File: config.mk
export PLATFORM = sky130hd
export DESIGN_NAME = focal_sum_ellipsoid_test_top
export DESIGN_NICKNAME = d
export VERILOG_FILES = /design/src/fse_pkg.sv /design/src/fse_ram.sv /design/src/fse_isqrt.sv /design/src/focal_sum_ellipsoid_test_top.sv
export SDC_FILE = /design/constraint.sdc
export NUM_CORES = 2
export LEC_CHECK = 0
export BUFFER_PORTS_ARGS = -buffer_cell sky130_fd_sc_hd__buf_2
export CAP_MARGIN = 20
export CORE_UTILIZATION = 40
export CTS_BUF_LIST = sky130_fd_sc_hd__clkbuf_2
export CTS_CLUSTER_DIAMETER = 200
export DETAILED_ROUTE_END_ITERATION = 10
export PLACE_DENSITY_LB_ADDON = 0.05
export SLEW_MARGIN = 20
export SYNTH_ARGS = -nofsm -noshare
export SYNTH_HDL_FRONTEND = slang
export SYNTH_SLANG_ARGS = --single-unit
File: constraint.sdc
create_clock -name clk_i -period 20 [get_ports clk_i]
set_clock_uncertainty 0.2 [all_clocks]
set_input_delay 4 -clock clk_i [delete_from_list [all_inputs] [get_ports clk_i]]
set_output_delay 4 -clock clk_i [all_outputs]
set_load 0.01 [all_outputs]
File: src/fse_pkg.sv
// Shared constants, types and register codes for the focal-sum ellipsoid test.
package fse_pkg;

  // Largest vector length held in the focus stores (2 .. 64)
  localparam int DimMax  = 16;
  localparam int AddrW   = (DimMax > 1) ? $clog2(DimMax) : 1;
  // Wide enough for DimMax up to 64 and for the 5-bit dimension register
  localparam int CmpW    = 8;

  localparam int FuncW   = 1;
  localparam int IdxW    = 4;
  localparam int ValW    = 16;
  localparam int MagW    = 16;
  localparam int ProdW   = 2 * MagW;
  localparam int SumW    = 38;
  localparam int RootW   = SumW / 2;
  localparam int LenW    = 20;
  localparam int DimW    = 5;
  localparam int DiamW   = 20;
  localparam int RamW    = 2 * ValW;

  localparam int InDataW  = 40;
  localparam int OutDataW = 24;
  localparam int PaddrW   = 3;
  localparam int PdataW   = 32;

  localparam logic [DimW-1:0]  DimReset  = DimW'(2);
  localparam logic [DiamW-1:0] DiamReset = '0;

  // Word index of each configuration register (paddr bit 2)
  localparam logic RegDimension = 1'b0;
  localparam logic RegDiameter  = 1'b1;

  // Input item kinds
  localparam logic [FuncW-1:0] FuncLoad  = 1'b0;
  localparam logic [FuncW-1:0] FuncPoint = 1'b1;

  // Result status codes
  localparam logic StatusOk     = 1'b0;
  localparam logic StatusNotSet = 1'b1;

  typedef enum logic [2:0] {
    ST_IDLE,
    ST_MUL1,
    ST_MUL2,
    ST_ACC,
    ST_START,
    ST_ROOT,
    ST_DONE
  } fse_state_e;

  typedef struct packed {
    logic start;
    logic busy;
  } fse_root_ctl_t;

  function automatic logic [AddrW-1:0] to_addr(input logic [IdxW-1:0] idx);
    return AddrW'(idx);
  endfunction

endpackage

File: src/fse_ram.sv
// Generic single-write, single-read RAM with registered read data.
module fse_ram #(
  parameter int Width = 32,
  parameter int Depth = 16
) (
  input  logic                                 clk_i,
  input  logic                                 we_i,
  input  logic [((Depth > 1) ? $clog2(Depth) : 1)-1:0] waddr_i,
  input  logic [Width-1:0]                     wdata_i,
  input  logic [((Depth > 1) ? $clog2(Depth) : 1)-1:0] raddr_i,
  output logic [Width-1:0]                     rdata_o
);

  logic [Width-1:0] mem_q [Depth];
  logic [Width-1:0] rdata_q;

  always_ff @(posedge clk_i) begin
    if (we_i) begin
      mem_q[waddr_i] <= wdata_i;
    end
    rdata_q <= mem_q[raddr_i];
  end

  assign rdata_o = rdata_q;

endmodule

File: src/fse_isqrt.sv
// Iterative floor square root, one root bit resolved per cycle.
module fse_isqrt (
  input  logic                          clk_i,
  input  logic                          rst_ni,
  input  logic                          start_i,
  input  logic [fse_pkg::SumW-1:0]      op_i,
  output logic                          busy_o,
  output logic [fse_pkg::RootW-1:0]     root_o
);
  import fse_pkg::*;

  localparam logic [SumW-1:0] BitInit = SumW'(1) << (2 * (RootW - 1));

  logic            busy_q, busy_d;
  logic [SumW-1:0] rem_q, rem_d;
  logic [SumW-1:0] res_q, res_d;
  logic [SumW-1:0] bit_q, bit_d;
  logic [SumW-1:0] trial;

  assign trial = res_q + bit_q;

  always_comb begin
    busy_d = busy_q;
    rem_d  = rem_q;
    res_d  = res_q;
    bit_d  = bit_q;
    if (start_i) begin
      busy_d = 1'b1;
      rem_d  = op_i;
      res_d  = '0;
      bit_d  = BitInit;
    end else if (busy_q) begin
      if (rem_q >= trial) begin
        rem_d = rem_q - trial;
        res_d = (res_q >> 1) + bit_q;
      end else begin
        res_d = res_q >> 1;
      end
      bit_d = bit_q >> 2;
      if (bit_q[0]) begin
        busy_d = 1'b0;
      end
    end
  end

  always_ff @(posedge clk_i or negedge rst_ni) begin
    if (!rst_ni) begin
      busy_q <= 1'b0;
    end else begin
      busy_q <= busy_d;
    end
  end

  always_ff @(posedge clk_i) begin
    rem_q <= rem_d;
    res_q <= res_d;
    bit_q <= bit_d;
  end

  assign busy_o = busy_q;
  assign root_o = res_q[RootW-1:0];

endmodule

File: src/focal_sum_ellipsoid_test_top.sv
// Top level of the focal-sum ellipsoid membership test.
//
// Channel  | Dir | Words                                        | Handshake
// ---------+-----+----------------------------------------------+----------------
// s_axis   | in  | load focus coords (tuser 0) or point coord   | tvalid/tready
// m_axis   | out | one result word per point (on tlast input)   | tvalid/tready
// apb      | in  | dimension @0x0, transverse_diameter @0x4     | pready tied high
//
// Sequence: a load word is taken in idle; a point coordinate passes MUL1 and
//   MUL2, as the single 16x16 squaring multiplier is used once per focus. The
//   word marked tlast then passes ACC to settle the second sum, START, 19 steps
//   of the two parallel iterative square-root units, ROOT to see them done, and
//   DONE to register the result once the output register is free.
// Reset: asynchronous, active low; sums and control clear, focus RAM is not
//   cleared (no clearing pass), registers return to dimension 2, diameter 0.
// Stalls: the output register frees the input side; a new point is taken while
//   a result waits, and only the next result waits for m_axis_tready.
module focal_sum_ellipsoid_test_top (
  input  logic                           clk_i,
  input  logic                           rst_ni,
  // s_axis
  input  logic                           s_axis_tvalid_i,
  output logic                           s_axis_tready_o,
  // [3:0] index, [19:4] value_a, [35:20] value_b, [39:36] zero
  input  logic [fse_pkg::InDataW-1:0]    s_axis_tdata_i,
  // [0] func
  input  logic                           s_axis_tuser_i,
  input  logic                           s_axis_tlast_i,
  // m_axis
  output logic                           m_axis_tvalid_o,
  input  logic                           m_axis_tready_i,
  // [0] inside_res, [1] on_surface, [21:2] path_length, [23:22] zero
  output logic [fse_pkg::OutDataW-1:0]   m_axis_tdata_o,
  // [0] status
  output logic                           m_axis_tuser_o,
  // apb
  input  logic                           psel,
  input  logic                           penable,
  input  logic                           pwrite,
  input  logic [fse_pkg::PaddrW-1:0]     paddr,
  input  logic [fse_pkg::PdataW-1:0]     pwdata,
  output logic [fse_pkg::PdataW-1:0]     prdata,
  output logic                           pready
);
  import fse_pkg::*;

  // ---------------------------------------------------------------------------
  // Configuration registers
  // ---------------------------------------------------------------------------
  logic [DimW-1:0]  dim_q;
  logic [DiamW-1:0] diam_q;
  logic             cfg_wr;

  assign pready = 1'b1;
  assign cfg_wr = psel && penable && pwrite && pready;

  always_ff @(posedge clk_i or negedge rst_ni) begin
    if (!rst_ni) begin
      dim_q  <= DimReset;
      diam_q <= DiamReset;
    end else if (cfg_wr) begin
      unique case (paddr[2])
        RegDimension: dim_q  <= pwdata[DimW-1:0];
        RegDiameter:  diam_q <= pwdata[DiamW-1:0];
        default:      ;
      endcase
    end
  end

  always_comb begin
    unique case (paddr[2])
      RegDimension: prdata = PdataW'(dim_q);
      RegDiameter:  prdata = PdataW'(diam_q);
      default:      prdata = '0;
    endcase
  end

  // Effective dimension, saturated at the store depth
  logic [CmpW-1:0] dim_eff;
  assign dim_eff = (CmpW'(dim_q) > CmpW'(DimMax)) ? CmpW'(DimMax) : CmpW'(dim_q);

  // ---------------------------------------------------------------------------
  // Input word unpack
  // ---------------------------------------------------------------------------
  logic [FuncW-1:0]       in_func;
  logic [IdxW-1:0]        in_idx;
  logic signed [ValW-1:0] in_va;
  logic signed [ValW-1:0] in_vb;
  logic                   in_last;
  logic                   s_fire;

  assign in_func = s_axis_tuser_i;
  assign in_idx  = s_axis_tdata_i[IdxW-1:0];
  assign in_va   = s_axis_tdata_i[IdxW +: ValW];
  assign in_vb   = s_axis_tdata_i[IdxW+ValW +: ValW];
  assign in_last = s_axis_tlast_i;
  assign s_fire  = s_axis_tvalid_i && s_axis_tready_o;

  // ---------------------------------------------------------------------------
  // Focus store: both foci packed in one word per coordinate
  // ---------------------------------------------------------------------------
  logic            ram_we;
  logic [RamW-1:0] ram_rdata;

  assign ram_we = s_fire && (in_func == FuncLoad) && (CmpW'(in_idx) < CmpW'(DimMax));

  fse_ram #(
    .Width (RamW),
    .Depth (DimMax)
  ) u_focus_ram (
    .clk_i   (clk_i),
    .we_i    (ram_we),
    .waddr_i (to_addr(in_idx)),
    .wdata_i ({in_vb, in_va}),
    .raddr_i (to_addr(in_idx)),
    .rdata_o (ram_rdata)
  );

  // ---------------------------------------------------------------------------
  // Sequencer
  // ---------------------------------------------------------------------------
  fse_state_e state_q, state_d;
  logic       out_free;
  logic       out_load;
  logic       pt_last_q;
  fse_root_ctl_t root_one_ctl, root_two_ctl;

  assign out_free = !m_axis_tvalid_o || m_axis_tready_i;

  // tready is high in every branch that tests tvalid, so tvalid alone marks a take
  always_comb begin
    state_d         = state_q;
    s_axis_tready_o = 1'b0;
    out_load        = 1'b0;
    unique case (state_q)
      ST_IDLE: begin
        s_axis_tready_o = 1'b1;
        if (s_axis_tvalid_i && (in_func == FuncPoint)) begin
          state_d = ST_MUL1;
        end
      end
      ST_MUL1: state_d = ST_MUL2;
      ST_MUL2: begin
        s_axis_tready_o = !pt_last_q;
        if (pt_last_q) begin
          state_d = ST_ACC;
        end else if (s_axis_tvalid_i && (in_func == FuncPoint)) begin
          state_d = ST_MUL1;
        end else begin
          state_d = ST_IDLE;
        end
      end
      ST_ACC:   state_d = ST_START;
      ST_START: state_d = ST_ROOT;
      ST_ROOT: begin
        if (!root_one_ctl.busy && !root_two_ctl.busy) begin
          state_d = ST_DONE;
        end
      end
      ST_DONE: begin
        if (out_free) begin
          out_load = 1'b1;
          state_d  = ST_IDLE;
        end
      end
      default: state_d = ST_IDLE;
    endcase
  end

  always_ff @(posedge clk_i or negedge rst_ni) begin
    if (!rst_ni) begin
      state_q <= ST_IDLE;
    end else begin
      state_q <= state_d;
    end
  end

  // ---------------------------------------------------------------------------
  // Point capture and shared squaring multiplier
  // ---------------------------------------------------------------------------
  logic signed [ValW-1:0] pt_val_q;
  logic                   pt_use_q;
  logic                   acc2_pend_q;
  logic [MagW-1:0]        mag2_q;
  logic [ProdW-1:0]       prod_q;

  logic signed [ValW:0]   diff1, diff2;
  logic [ValW:0]          abs1, abs2;
  logic [MagW-1:0]        mul_a;

  assign diff1 = {pt_val_q[ValW-1], pt_val_q} - {ram_rdata[ValW-1], ram_rdata[ValW-1:0]};
  assign diff2 = {pt_val_q[ValW-1], pt_val_q} -
                 {ram_rdata[RamW-1], ram_rdata[RamW-1:ValW]};
  assign abs1  = diff1[ValW] ? (ValW+1)'(-diff1) : diff1;
  assign abs2  = diff2[ValW] ? (ValW+1)'(-diff2) : diff2;
  // MUL1 squares the distance to focus one, MUL2 the one kept for focus two
  assign mul_a = (state_q == ST_MUL1) ? abs1[MagW-1:0] : mag2_q;

  always_ff @(posedge clk_i or negedge rst_ni) begin
    if (!rst_ni) begin
      pt_use_q    <= 1'b0;
      pt_last_q   <= 1'b0;
      acc2_pend_q <= 1'b0;
    end else begin
      if (s_fire && (in_func == FuncPoint)) begin
        pt_use_q  <= CmpW'(in_idx) < dim_eff;
        pt_last_q <= in_last;
      end
      acc2_pend_q <= (state_q == ST_MUL2) && pt_use_q;
    end
  end

  always_ff @(posedge clk_i) begin
    if (s_fire && (in_func == FuncPoint)) begin
      pt_val_q <= in_va;
    end
    if (state_q == ST_MUL1) begin
      mag2_q <= abs2[MagW-1:0];
    end
    prod_q <= mul_a * mul_a;
  end

  // ---------------------------------------------------------------------------
  // Saturating square sums
  // ---------------------------------------------------------------------------
  logic [SumW-1:0] sum1_q, sum2_q;
  logic [SumW:0]   add1, add2;

  assign add1 = {1'b0, sum1_q} + (SumW+1)'(prod_q);
  assign add2 = {1'b0, sum2_q} + (SumW+1)'(prod_q);

  always_ff @(posedge clk_i or negedge rst_ni) begin
    if (!rst_ni) begin
      sum1_q <= '0;
      sum2_q <= '0;
    end else if (state_q == ST_START) begin
      // operands go into the root units at this edge
      sum1_q <= '0;
      sum2_q <= '0;
    end else begin
      if ((state_q == ST_MUL2) && pt_use_q) begin
        sum1_q <= add1[SumW] ? '1 : add1[SumW-1:0];
      end
      if (acc2_pend_q) begin
        sum2_q <= add2[SumW] ? '1 : add2[SumW-1:0];
      end
    end
  end

  // ---------------------------------------------------------------------------
  // Square roots
  // ---------------------------------------------------------------------------
  logic [RootW-1:0] root1, root2;

  assign root_one_ctl.start = (state_q == ST_START);
  assign root_two_ctl.start = (state_q == ST_START);

  fse_isqrt u_root_one (
    .clk_i   (clk_i),
    .rst_ni  (rst_ni),
    .start_i (root_one_ctl.start),
    .op_i    (sum1_q),
    .busy_o  (root_one_ctl.busy),
    .root_o  (root1)
  );

  fse_isqrt u_root_two (
    .clk_i   (clk_i),
    .rst_ni  (rst_ni),
    .start_i (root_two_ctl.start),
    .op_i    (sum2_q),
    .busy_o  (root_two_ctl.busy),
    .root_o  (root2)
  );

  // Two 19-bit roots never exceed the 20-bit length, so no clamp is needed
  logic [LenW-1:0] len;
  logic            not_set;

  assign len     = LenW'(root1) + LenW'(root2);
  assign not_set = (diam_q == '0);

  // ---------------------------------------------------------------------------
  // Output register
  // ---------------------------------------------------------------------------
  logic            out_valid_q;
  logic            out_inside_q;
  logic            out_surface_q;
  logic [LenW-1:0] out_len_q;
  logic            out_status_q;

  always_ff @(posedge clk_i or negedge rst_ni) begin
    if (!rst_ni) begin
      out_valid_q <= 1'b0;
    end else if (out_load) begin
      out_valid_q <= 1'b1;
    end else if (m_axis_tready_i) begin
      out_valid_q <= 1'b0;
    end
  end

  always_ff @(posedge clk_i) begin
    if (out_load) begin
      out_inside_q  <= !not_set && (len < diam_q);
      out_surface_q <= !not_set && (len == diam_q);
      out_len_q     <= len;
      out_status_q  <= not_set ? StatusNotSet : StatusOk;
    end
  end

  assign m_axis_tvalid_o = out_valid_q;
  assign m_axis_tdata_o  = {(OutDataW-LenW-2)'(0), out_len_q, out_surface_q, out_inside_q};
  assign m_axis_tuser_o  = out_status_q;

  // ---------------------------------------------------------------------------
  // Assertions
  // ---------------------------------------------------------------------------
  a_point_reads_store: assert property (@(posedge clk_i) disable iff (!rst_ni)
    (s_fire && (in_func == FuncPoint)) |=> (state_q == ST_MUL1))
    else $error("point word not followed by store read stage");

  a_sums_cleared: assert property (@(posedge clk_i) disable iff (!rst_ni)
    (state_q == ST_START) |=> (sum1_q == '0 && sum2_q == '0))
    else $error("square sums not cleared after root start");

  a_roots_finished: assert property (@(posedge clk_i) disable iff (!rst_ni)
    (state_q == ST_DONE) |-> (!root_one_ctl.busy && !root_two_ctl.busy))
    else $error("result taken before both roots finished");

  a_no_pending_at_start: assert property (@(posedge clk_i) disable iff (!rst_ni)
    (state_q == ST_START) |-> !acc2_pend_q)
    else $error("second sum still pending at root start");

  a_not_set_flags: assert property (@(posedge clk_i) disable iff (!rst_ni)
    (m_axis_tvalid_o && (m_axis_tuser_o == StatusNotSet)) |->
      (!m_axis_tdata_o[0] && !m_axis_tdata_o[1]))
    else $error("compare flags raised with diameter unset");

endmodule
==> summary.txt <==
Floorplan
  – Die W: 379 microns
  – Die area: 0.144 sq mm
  – Initial Util: 40.3%
  – FP Rows: 138
  – Core Area: 0.141 sq mm
  – IO Pins: 144
  – Die Y-Extent: 379 microns

Synth
  – Yosys reg bits: 930
  – Synth Area in Compound Gates: 13.6%
  – Gate Count Post-Synth: 5005
  – Mapped Avg Cell Area: 11.4 sq um
  – Share of the synthesized area in the top cell type: 33.9%
  – Simple-Gate Fraction of Synth Area: 9.68%
  – Seq/Total Area, Yosys: 45.0%
  – Post-synth EDFFs: 643
  – Adder-cell share of the synthesized area: 14.5%
  – Count leader, synth: edfxtp_1
  – Commonest cells post-synth: edfxtp_1 (643), nor2_1 (400), ha_1 (394)
  – Synth Flop Type: edfxtp_1
  – Post-synth ARST share: 11.8%
  – YS warnings: 0
  – Post-synthesis mux area share: 8.17%
  – Unique masters post-synth: 105
  – XOR/XNOR share of the synthesized area: 5.00%
  – Cell Area, Synth: 0.0569 sq mm
  – Cell taking the most area after synthesis: edfxtp_1
  – Largest family of logic cells by synthesized area: adder cells
  – Synth top area cells: edfxtp_1 (34%), ha_1 (8.7%), mux4_2 (6.3%)

Drt
  – Initial DRC count: 2347
  – First-pass DRT Iterations: 5
  – Drt wl/cell: 21.1 microns
  – Final ANT Viol Nets: 0
  – DR DRC count: 0
  – Final wirelength: 155000 microns
  – DR vias: 39500
  – Vias/cell: 5.36

Layout
  – Post-route insts no fill: 7364
  – Share of cells above drive strength 1: 16.7%
  – Final nets: 5914
  – Area of the multi-input gates: 0.0292 sq mm
  – Layout Utilization: 43.9%
  – Fillers: 13500
  – Area Growth Syn to Fin: 8.97%
  – Sequential cell area: 0.0256 sq mm

Clocking
  – CTS Buf Count: 284
  – H-tree Lvls: 5
  – TritonCTS clock tree: yes
  – Post-CTS sizing: 0
  – Worst skew pair latency: 1.68 ns
  – CTS sink count: 930
  – Clk buf depth: 4
  – Clock root buffer: clkbuf_2
  – Post-CTS setup buffers: 0
  – Reg clk slew, reported paths: 0.11 ns
  – CTS Hold Bufs: 0

Place
  – Post-Place Cells: 6873
  – DP Worst Slack: 9.53 ns
  – Detail Placement HPWL: 107000 microns
  – Routability cong.: 0.832
  – IO buf count: 110

Critical path
  – CP Class: reg -> reg
  – CP most frequent cell: fa_1
  – Buf/Inv on CP: 6
  – Crit. End Element: register
  – Worst EP required: 21.25 ns
  – Slowest CP cell: fa_1
  – Startpoint Class: register
  – Crit-path max FO: 11
  – Cell class contributing the biggest share of worst-path delay: compound AO/OA/AOI/OAI gates
  – CP max stage delay: 0.55 ns
  – Data arrival, critical path: 11.75 ns

Timing
  – Min cycle time layout: 10.50 ns
  – Final Max Slew Viols: 0
  – Unrepaired setup endpoints after global routing: no
  – Fmax: 95.2 MHz
  – Crit share post-route: 52.5%
  – Worst-margin pin slew: 1.12 ns
  – Final hold violations: 0
  – Final setup vio count: 0
  – Setup TNS: 0 ns
  – Final WS setup: 9.50 ns
  – Worst slew margin: 25.0%

Global route
  – First-pass GRT wire length: 241000 microns
  – Vias in the first global route: 40400
  – Grt ovf: 0
  – Initial antenna violation count: 9
  – Largest net degree at the start of global routing: 77
  – All-Layer GR Usage: 21.9%

Outcome
  – Outcome: complete, no violations

Run
  – Max-cap violation count: 0

Min path
  – Hold Crit Class: reg -> reg
==> sequential cells by signal, summed over array words and instances (netlist names), 3 cells and up <==
signal,flops
u_root_two.bit_q,19
u_root_one.rem_q,38
prod_q,31
mag2_q,16
out_len_q,20
dim_q,5
diam_q,20
sum1_q,38
state_q,3
u_focus_ram.mem_q,512
sum2_q,38
u_root_one.res_q,38
pt_val_q,16
u_root_two.res_q,38
u_root_one.bit_q,19
u_focus_ram.rdata_o,32
u_root_two.rem_q,38
==> routing by layer <==
metal	GRT usage [%]	vias to the layer above	wire, microns
met5	0	-	20
met4	6.38	2	3430
met3	3.22	261	5330
met2	37.2	741	75400
met1	28.8	19300	70900
li1	-	19100	-
==> worst register-to-register path: cells and delay by family, from the launching register on <==
kind,cells,cell delay (ns)
flops,1,0.54
xor+xnor,3,0.50
simple gates,3,0.61
buf+inv,6,0.75
fa+ha+maj,8,3.86
compound gates,12,3.88
==> layout make-up <==
| type | count | share of cell area, % |
|---|---|---|
| antenna | 13 | 0.0524 |
| inverter | 385 | 2.34 |
| clock buffer | 437 | 3.53 |
| timing repair buffer | 158 | 1.53 |
| clock inverter | 41 | 0.349 |
| sequential | 930 | 41.3 |
| tap | 1890 | 3.81 |
| multi-input combinational | 3510 | 47.1 |
==> final timing paths <==
path | startpoint | end | slack [ns] | depth (start not counted)
worst max-delay path | pt_val_q[4]$_DFFE_PP_ | prod_q[31]$_DFF_P_ | 9.50 | 32
worst min-delay path | u_root_one.bit_q[36]$_SDFFE_PP1P_ | u_root_one.bit_q[34]$_SDFFE_PP0P_ | 0.31 | 2
min in group asynchronous | rst_ni | diam_q[9]$_DFFE_PN0P_ | 2.15 | 1
worst min register to register | u_root_one.bit_q[36]$_SDFFE_PP1P_ | u_root_one.bit_q[34]$_SDFFE_PP0P_ | 0.31 | 2
worst max register to register | pt_val_q[4]$_DFFE_PP_ | prod_q[31]$_DFF_P_ | 9.50 | 32
max in group asynchronous | rst_ni | sum1_q[32]$_DFFE_PN0P_ | 16.30 | 2
==> cell usage in the layout, fill, tap and decap left out, types with 15 or more instances in the layout <==
master,n
mux2i_1,64
a21o_1,118
inv_1,376
or3_1,38
edfxtp_1,643
clkinv_1,31
a211oi_1,71
nor3_1,66
o21a_1,35
mux4_2,160
ha_1,394
o211ai_1,32
xor2_1,151
dfxtp_1,177
or2_2,16
a31o_2,20
conb_1,15
buf_2,106
and3_1,41
o21ai_0,226
a31oi_1,119
mux2_2,36
nand3_1,63
buf_4,47
o21bai_1,46
nor2_1,388
dfrtp_1,107
xnor2_1,174
fa_1,167
nand4_1,37
clkbuf_2,437
o31ai_1,38
nor2b_1,45
a21oi_1,318
and2_1,32
nand2b_1,64
nand2_1,294
==> logic make-up after synthesis <==
family | after synthesis
adder cells (fa/ha/maj) | 561
flip-flops | 930
AO/OA/AOI/OAI | 1187
buffers and inverters | 578
XOR/XNOR | 325
other | 2
multiplexers | 260
AND/OR/NAND/NOR | 1162
==> through the flow <==
step / cell area [sq um] / hold WS, ns
finish: 62000 / 0.312
global route: 62000 / 0.353
CTS: 62000 / 0.310
detailed placement: 59600 / 0.310
global placement: 59600 / 0.298
floorplan: 57000 / 0.259
Power is not shown: default switching activity piles up to over one toggle a cycle in this logic, so the estimate is an artifact.
